## config.mk

```make
export PLATFORM = sky130hd
export DESIGN_NAME = packed_run_packet_decoder_top
export DESIGN_NICKNAME = d
export VERILOG_FILES = /design/src/hw/rtl/prpd_pkg.sv /design/src/hw/rtl/prpd_front.sv /design/src/hw/rtl/prpd_queue.sv /design/src/hw/rtl/prpd_back.sv /design/src/hw/rtl/packed_run_packet_decoder_top.sv
export SDC_FILE = /design/constraint.sdc
export NUM_CORES = 1
export LEC_CHECK = 0
export ABC_AREA = 1
export BUFFER_PORTS_ARGS = -buffer_cell sky130_fd_sc_hd__buf_4
export CAP_MARGIN = 20
export CELL_PAD_IN_SITES_DETAIL_PLACEMENT = 2
export CELL_PAD_IN_SITES_GLOBAL_PLACEMENT = 2
export CORE_MARGIN = 3
export CORE_UTILIZATION = 39
export DETAILED_ROUTE_END_ITERATION = 8
export HOLD_SLACK_MARGIN = 0.03
export PLACE_DENSITY = 0.87
export SLEW_MARGIN = 40
export SYNTH_ARGS = -nofsm -noshare
export SYNTH_HDL_FRONTEND = slang
export SYNTH_SLANG_ARGS = --single-unit
```

## constraint.sdc

```tcl
create_clock -name clk -period 3.5 [get_ports clk]
set_input_delay 0.875 -clock clk [delete_from_list [all_inputs] [get_ports clk]]
set_output_delay 0.875 -clock clk [all_outputs]
set_load 0.02 [all_outputs]
```

## src/hw/rtl/prpd_pkg.sv

```systemverilog
// ----------------------------------------------------------------------------
// prpd_pkg
// shared types, constants and the nibble table of the packed run decoder
// ----------------------------------------------------------------------------
package prpd_pkg;

  localparam int QUEUE_DEPTH = 4;

  localparam logic [7:0] END_BYTE   = 8'hFF;
  localparam logic [7:0] RAW_INVERT = 8'hFF;

  typedef enum logic [1:0] {
    KIND_HEADER = 2'd0,
    KIND_RAW    = 2'd1,
    KIND_PACKED = 2'd2
  } run_kind_t;

  typedef struct packed {
    logic [7:0] out_char;
    logic       packet_end;
  } result_t;

  // one request's results: first always present, second optional
  typedef struct packed {
    logic    two;
    result_t r0;
    result_t r1;
  } q_entry_t;

  typedef struct packed {
    logic full;
    logic empty;
  } q_status_t;

  typedef struct packed {
    logic       valid;
    logic [7:0] ch;
  } nib_char_t;

  function automatic nib_char_t nibble_char(input logic [3:0] nib);
    nib_char_t r;
    r.valid = 1'b1;
    r.ch    = 8'h00;
    case (nib)
      4'd1:    r.ch = 8'h20;
      4'd2:    r.ch = 8'h2D;
      4'd3:    r.ch = 8'h2E;
      4'd4, 4'd5, 4'd6, 4'd7, 4'd8, 4'd9, 4'd10, 4'd11, 4'd12, 4'd13:
        r.ch = 8'h2C + {4'd0, nib};
      default: r.valid = 1'b0;
    endcase
    return r;
  endfunction

endpackage

```

## src/hw/rtl/prpd_front.sv

```systemverilog
// ----------------------------------------------------------------------------
// prpd_front
// run state tracking and per-byte classification into result entries
// ----------------------------------------------------------------------------
module prpd_front
  import prpd_pkg::*;
(
  input  logic       clk,
  input  logic       rst,
  input  logic       accept,
  input  logic [7:0] in_byte,
  output logic       q_push,
  output q_entry_t   q_wdata
);

  run_kind_t  run_kind, run_kind_next;
  logic [6:0] chars_left, chars_left_next;

  nib_char_t hi, lo;
  logic      lo_used;
  logic      any;

  always_comb begin
    hi = nibble_char(in_byte[7:4]);
    lo = nibble_char(in_byte[3:0]);
    lo_used         = 1'b0;
    any             = 1'b0;
    q_wdata         = '0;
    run_kind_next   = run_kind;
    chars_left_next = chars_left;
    unique case (run_kind)
      KIND_RAW: begin
        any                 = 1'b1;
        q_wdata.r0.out_char = in_byte ^ RAW_INVERT;
        chars_left_next     = chars_left - 7'd1;
        run_kind_next       = (chars_left_next == 7'd0) ? KIND_HEADER : KIND_RAW;
      end
      KIND_PACKED: begin
        if (chars_left <= 7'd1) begin
          chars_left_next = 7'd0;
          run_kind_next   = KIND_HEADER;
        end else begin
          lo_used         = 1'b1;
          chars_left_next = chars_left - 7'd2;
          run_kind_next   = (chars_left_next == 7'd0) ? KIND_HEADER : KIND_PACKED;
        end
        // pack present characters so the first slot is always filled
        if (hi.valid) begin
          any                 = 1'b1;
          q_wdata.r0.out_char = hi.ch;
          q_wdata.two         = lo_used && lo.valid;
          q_wdata.r1.out_char = lo.ch;
        end else if (lo_used && lo.valid) begin
          any                 = 1'b1;
          q_wdata.r0.out_char = lo.ch;
        end
      end
      default: begin
        run_kind_next = KIND_HEADER;
        if (in_byte == END_BYTE) begin
          any                   = 1'b1;
          q_wdata.r0.packet_end = 1'b1;
        end else begin
          chars_left_next = in_byte[6:0];
          if (in_byte[6:0] != 7'd0) begin
            run_kind_next = in_byte[7] ? KIND_PACKED : KIND_RAW;
          end
        end
      end
    endcase
    q_push = accept && any;
  end

  always_ff @(posedge clk) begin
    if (rst) begin
      run_kind   <= KIND_HEADER;
      chars_left <= 7'd0;
    end else if (accept) begin
      run_kind   <= run_kind_next;
      chars_left <= chars_left_next;
    end
  end

endmodule

```

## src/hw/rtl/prpd_queue.sv

```systemverilog
// ----------------------------------------------------------------------------
// prpd_queue
// short queue of result entries between front and back
// ----------------------------------------------------------------------------
module prpd_queue
  import prpd_pkg::*;
#(
  parameter int DEPTH = QUEUE_DEPTH
) (
  input  logic      clk,
  input  logic      rst,
  input  logic      push,
  input  q_entry_t  wdata,
  input  logic      pop,
  output q_entry_t  rdata,
  output q_status_t status
);

  localparam int PW = (DEPTH > 1) ? $clog2(DEPTH) : 1;
  localparam int CW = $clog2(DEPTH + 1);
  localparam logic [PW-1:0] LAST = PW'(DEPTH - 1);
  localparam logic [CW-1:0] FULL_CNT = CW'(DEPTH);

  q_entry_t        mem [DEPTH];
  logic [PW-1:0]   wptr, rptr;
  logic [CW-1:0]   count;

  assign status.full  = (count == FULL_CNT);
  assign status.empty = (count == '0);
  assign rdata        = mem[rptr];

  always_ff @(posedge clk) begin
    if (push) begin
      mem[wptr] <= wdata;
    end
  end

  always_ff @(posedge clk) begin
    if (rst) begin
      wptr  <= '0;
      rptr  <= '0;
      count <= '0;
    end else begin
      if (push) begin
        wptr <= (wptr == LAST) ? '0 : wptr + PW'(1);
      end
      if (pop) begin
        rptr <= (rptr == LAST) ? '0 : rptr + PW'(1);
      end
      case ({push, pop})
        2'b10:   count <= count + CW'(1);
        2'b01:   count <= count - CW'(1);
        default: count <= count;
      endcase
    end
  end

endmodule

```

## src/hw/rtl/prpd_back.sv

```systemverilog
// ----------------------------------------------------------------------------
// prpd_back
// splits queued entries into single results and holds them in the output register
// ----------------------------------------------------------------------------
module prpd_back
  import prpd_pkg::*;
(
  input  logic      clk,
  input  logic      rst,
  input  q_entry_t  q_rdata,
  input  q_status_t q_status,
  output logic      q_pop,
  input  logic      pop,
  output logic      empty,
  output logic [7:0] out_char,
  output logic      packet_end
);

  logic    out_valid;
  result_t out_reg;
  logic    half;
  logic    load;

  assign empty      = !out_valid;
  assign out_char   = out_reg.out_char;
  assign packet_end = out_reg.packet_end;

  // output register frees up when empty or being taken
  assign load  = (!out_valid || pop) && !q_status.empty;
  assign q_pop = load && (half || !q_rdata.two);

  always_ff @(posedge clk) begin
    if (load) begin
      out_reg <= half ? q_rdata.r1 : q_rdata.r0;
    end
  end

  always_ff @(posedge clk) begin
    if (rst) begin
      out_valid <= 1'b0;
      half      <= 1'b0;
    end else begin
      if (load) begin
        out_valid <= 1'b1;
        half      <= !half && q_rdata.two;
      end else if (pop) begin
        out_valid <= 1'b0;
      end
    end
  end

endmodule

```

## src/hw/rtl/packed_run_packet_decoder_top.sv

```systemverilog
// ----------------------------------------------------------------------------
// packed_run_packet_decoder_top
// decodes a packed/raw run byte stream into characters and packet end marks
// ----------------------------------------------------------------------------
// a byte that yields results is written into the queue when accepted, and its first
//   result then moves into the output register once that register is free
// throughput: one byte per cycle in while full is low, one result per cycle out
//   while pop is high; a two-character packed byte loads the output register twice
// full follows the queue fill between front and back (QDEPTH entries)
// reset (rst, synchronous) clears run state and empties the queue and output register
// ----------------------------------------------------------------------------
module packed_run_packet_decoder_top
  import prpd_pkg::*;
#(
  parameter int QDEPTH = QUEUE_DEPTH
) (
  input  logic       clk,
  input  logic       rst,
  // request input side
  input  logic       push,
  output logic       full,
  input  logic [7:0] in_byte,
  // result side
  input  logic       pop,
  output logic       empty,
  output logic [7:0] out_char,
  output logic       packet_end
);

  logic      accept;
  logic      q_push;
  logic      q_pop;
  q_entry_t  q_wdata;
  q_entry_t  q_rdata;
  q_status_t q_status;

  // a request enters whenever the queue has room
  assign full   = q_status.full;
  assign accept = push && !full;

  // front: run state and classification of each byte
  prpd_front u_front (
    .clk     (clk),
    .rst     (rst),
    .accept  (accept),
    .in_byte (in_byte),
    .q_push  (q_push),
    .q_wdata (q_wdata)
  );

  // decoupling queue, one entry per byte that yields results
  prpd_queue #(
    .DEPTH (QDEPTH)
  ) u_queue (
    .clk    (clk),
    .rst    (rst),
    .push   (q_push),
    .wdata  (q_wdata),
    .pop    (q_pop),
    .rdata  (q_rdata),
    .status (q_status)
  );

  // back: one result per cycle into the output register while it is free or popped
  prpd_back u_back (
    .clk        (clk),
    .rst        (rst),
    .q_rdata    (q_rdata),
    .q_status   (q_status),
    .q_pop      (q_pop),
    .pop        (pop),
    .empty      (empty),
    .out_char   (out_char),
    .packet_end (packet_end)
  );

  // no write into a full queue
  a_no_overflow: assert property (@(posedge clk) disable iff (rst)
    q_push |-> !q_status.full)
    else $error("queue written while full");

  // no read from an empty queue
  a_no_underflow: assert property (@(posedge clk) disable iff (rst)
    q_pop |-> !q_status.empty)
    else $error("queue read while empty");

  // end of packet carries no character
  a_end_zero: assert property (@(posedge clk) disable iff (rst)
    (!empty && packet_end) |-> (out_char == 8'h00))
    else $error("packet end with nonzero character");

  // a waiting result is never dropped
  a_hold: assert property (@(posedge clk) disable iff (rst)
    (!empty && !pop) |=> (!empty && $stable(out_char) && $stable(packet_end)))
    else $error("waiting result lost");

endmodule

```

==> flow_summary.ini <==
[cells_and_area]
finalNonFillerCells = 662
final_common_cell = nand2_1
final_area_mm2 = 0.00531
fin_util = 0.461
fillers = 1223
mostFrequentLayoutCells = 79 x nand2_1, 73 x edfxtp_1, 65 x nor2_1, 52 x o21ai_0, 46 x inv_1
drive_above_1_share = 0.168
syn2layout_area_growth_pct = 14.3
n_antenna_cell = 0
nets = 547

[timing]
final_hold_viol_count = 0
setup_viol = 0
slew_viol_final = 0
finClkSkew_ps = 6.85
fin_crit_sh = 0.862
slew_headroom = 0.602
setup_ws_ps = 483
final.setup.tns_ps = 0
post-route-min-period_ps = 3020
max_freq_mhz = 331
rsz0062_at_grt = no
worst_pin_slew_ps = 591

[setup_path]
crit_path_end = u_queue.count[2]$_SDFFE_PP0P_
critPathKind = in2reg
r2r-end = u_queue.count[2]$_SDFFE_PP0P_
crit_path_max_incr_delay_ps = 390
cp.required_ps = 3740
cp-startpoint = in_byte[6]
rr_startpoint = u_front.chars_left[1]$_SDFFE_PP0P_
crit_arrival_ps = 3260
crit_family = adder cells
crit_fanout = 6
critPathMostFrequentCell = inv_1
crit_chain = buf_4 > inv_1 > ha_1 > inv_1 > nand3_2 > nand2_2 > nand3_4 > nand2_4 > ha_1 > inv_1 > fa_1 > a21oi_1 > o21ai_0 > o21ai_0 > a21oi_1
crit_slowest_cell = fa_1
start_kind = input pin
crit_buf_inv = 4
r2r_cells = 16
path_depth = 15
rrSetupSlack_ps = 600
worstSetupEndpointType = flip-flop

[flow_run]
cap_violations = 0

[place]
globalplace.congestion = 0.930
dp_hpwl_um = 10400
dp.cells = 646
place_area_mm2 = 0.00502
portBuffers = 22
pre_cts_ws_ps = 138

[floorplan]
ios = 23
dieArea_mm2 = 0.0133
die_h_um = 115
rows = 39
coreArea_mm2 = 0.0115
die_x_um = 115
start_util = 0.404

[drt]
wl_um = 14500
antenna_left = 0
drt_first_iter_violations = 200
wl_per_cell_um = 22.0
drt_pass1_iterations = 4
vias = 3645
drcViolationCount = 0
vias_per_cell = 5.51

[synthesis]
synth_fa_ha_area_frac = 0.0582
synth_xor_area_frac = 0.00942
synth-edff-count = 73
muxShareOfSynthArea = 0
synth_compound_area_frac = 0.124
avgSynthCellArea_um2 = 9.64
synth-seq-cells = 93
synthFlopType = edfxtp_1
yosysSeqAreaShare = 0.558
syn-cell-area_mm2 = 0.00465
synth_top_family_by_area = simple AND/OR/NAND/NOR gates
synth-simple-area-share = 0.194
synth_nets = 515
synth_cells = 482
synth_cell_types = 38
yosys_warnings = 0
postSynth.asyncResetShare = 0

[clocking]
cts-root-buf = clkbuf_16
clk_pin_slew_ps = 70
cts.hold.buffers_added = 0
cts_resized = 0
clock_sinks = 93
cts_inserted_buffers = 9
htreeDepth = 3
clockBufferDepth = 2
insertion_delay_ps = 350
cts_tree = done
post_cts_buffers = 0

[grt]
grt_use_met1 = 0.270
antenna_found_initial = 0
grt_max_degree = 33
track_usage = 0.233
grt_pass1_vias = 4168
gr-usage-met2 = 0.422
use_met3 = 0.0521
grt_busiest_layer = met2
grt_pass1_wl_um = 23200
overflow = 0

[pwr]
pwr_density_cell_mw_per_mm2 = 694
ir_drop_mv = 0.275
p_leak_nw = 2.16

[run_status]
status = complete, no violations

[hold_path]
min_path_type = reg2reg
## metal layers
metal  wire length [µm]  share of wire
met2               7750           0.53
met5                  0              0
met1               5810           0.40
met3                570          0.039
met4                418          0.029
## worst min path at each step
stage,slack (ps),to,start,depth (start not counted)
2_1_floorplan,480,flip-flop,u_queue.rptr[1]$_SDFFE_PP0P_,2
6_report,520,u_queue.count[2]$_SDFFE_PP0P_,u_queue.count[2]$_SDFFE_PP0P_,2
3_3_place_gp,490,u_queue.rptr[1]$_SDFFE_PP0P_,u_queue.rptr[1]$_SDFFE_PP0P_,2
4_1_cts,520,u_queue.count[2]$_SDFFE_PP0P_,u_queue.count[2]$_SDFFE_PP0P_,2
5_1_grt,560,u_queue.count[2]$_SDFFE_PP0P_,u_queue.count[2]$_SDFFE_PP0P_,2
3_5_place_dp,510,u_queue.count[2]$_SDFFE_PP0P_,u_queue.count[2]$_SDFFE_PP0P_,2
## flip-flops by register name (all words and copies together), names as in the netlist, 2 cells and up, named ones only
signal              count
u_front.chars_left      7
u_queue.rptr            2
u_back.out_char         8
u_queue.mem            64
u_queue.wptr            2
u_queue.count           3
u_front.run_kind        2
## through the flow
stage | total power [W] | hold WS (ps)
2_1_floorplan | 0.00223 | 481
3_3_place_gp | 0.00259 | 495
3_5_place_dp | 0.00271 | 513
4_1_cts | 0.00372 | 524
5_1_grt | 0.00390 | 559
6_report | 0.00369 | 520
## synth_stat cells (2+ instances only)
| cell type | instances | area [µm²] |
|---|---|---|
| nand2_1 | 79 | 297 |
| nor2_1 | 65 | 244 |
| nand2_2 | 5 | 31.3 |
| buf_2 | 3 | 15.0 |
| inv_2 | 9 | 33.8 |
| o21ai_1 | 6 | 30.0 |
| inv_1 | 46 | 173 |
| nand3_2 | 4 | 40.0 |
| o21ai_0 | 52 | 260 |
| nand4_1 | 2 | 12.5 |
| nand3_4 | 2 | 35.0 |
| nand3_1 | 16 | 80.1 |
| clkbuf_1 | 8 | 30.0 |
| o22ai_1 | 15 | 93.8 |
| xnor2_1 | 2 | 17.5 |
| dfxtp_1 | 20 | 400 |
| nor2_2 | 8 | 50.1 |
| a21oi_1 | 21 | 105 |
| ha_1 | 20 | 250 |
| nand2_4 | 4 | 45.0 |
| edfxtp_1 | 73 | 2190 |
| xor2_1 | 3 | 26.3 |
| o211ai_1 | 4 | 30.0 |
## tightest hold or removal path: cells and delay by family (launching register included)
| kind | cells | cell delay [ps] |
|---|---|---|
| compound gates | 1 | 70 |
| flops | 1 | 310 |
| buf+inv | 1 | 100 |
## cell families (layout without fill, tap and decap cells)
group,count (synthesis),after routing
AND/OR/NAND/NOR,191,191
AO/OA/AOI/OAI,104,104
flip-flops,93,93
buffers and inverters,68,105
adder cells (fa/ha/maj),21,21
XOR/XNOR,5,5
## cell type report
cell class / count / area, µm² / area share
sequential: 93 / 2590 / 0.488
multi-input combinational: 321 / 1790 / 0.337
timing repair buffer: 33 / 248 / 0.0466
clock buffer: 9 / 225 / 0.0424
inverter: 56 / 213 / 0.0400
tap: 143 / 179 / 0.0337
clock inverter: 7 / 65.1 / 0.0122
## power breakdown
group          switching, W  internal [W]  total, W
combinational      0.000855      0.000402   0.00126
sequential        0.0000837       0.00136   0.00145
clock              0.000432      0.000550  0.000983
Power figures use the tool's default switching activity.
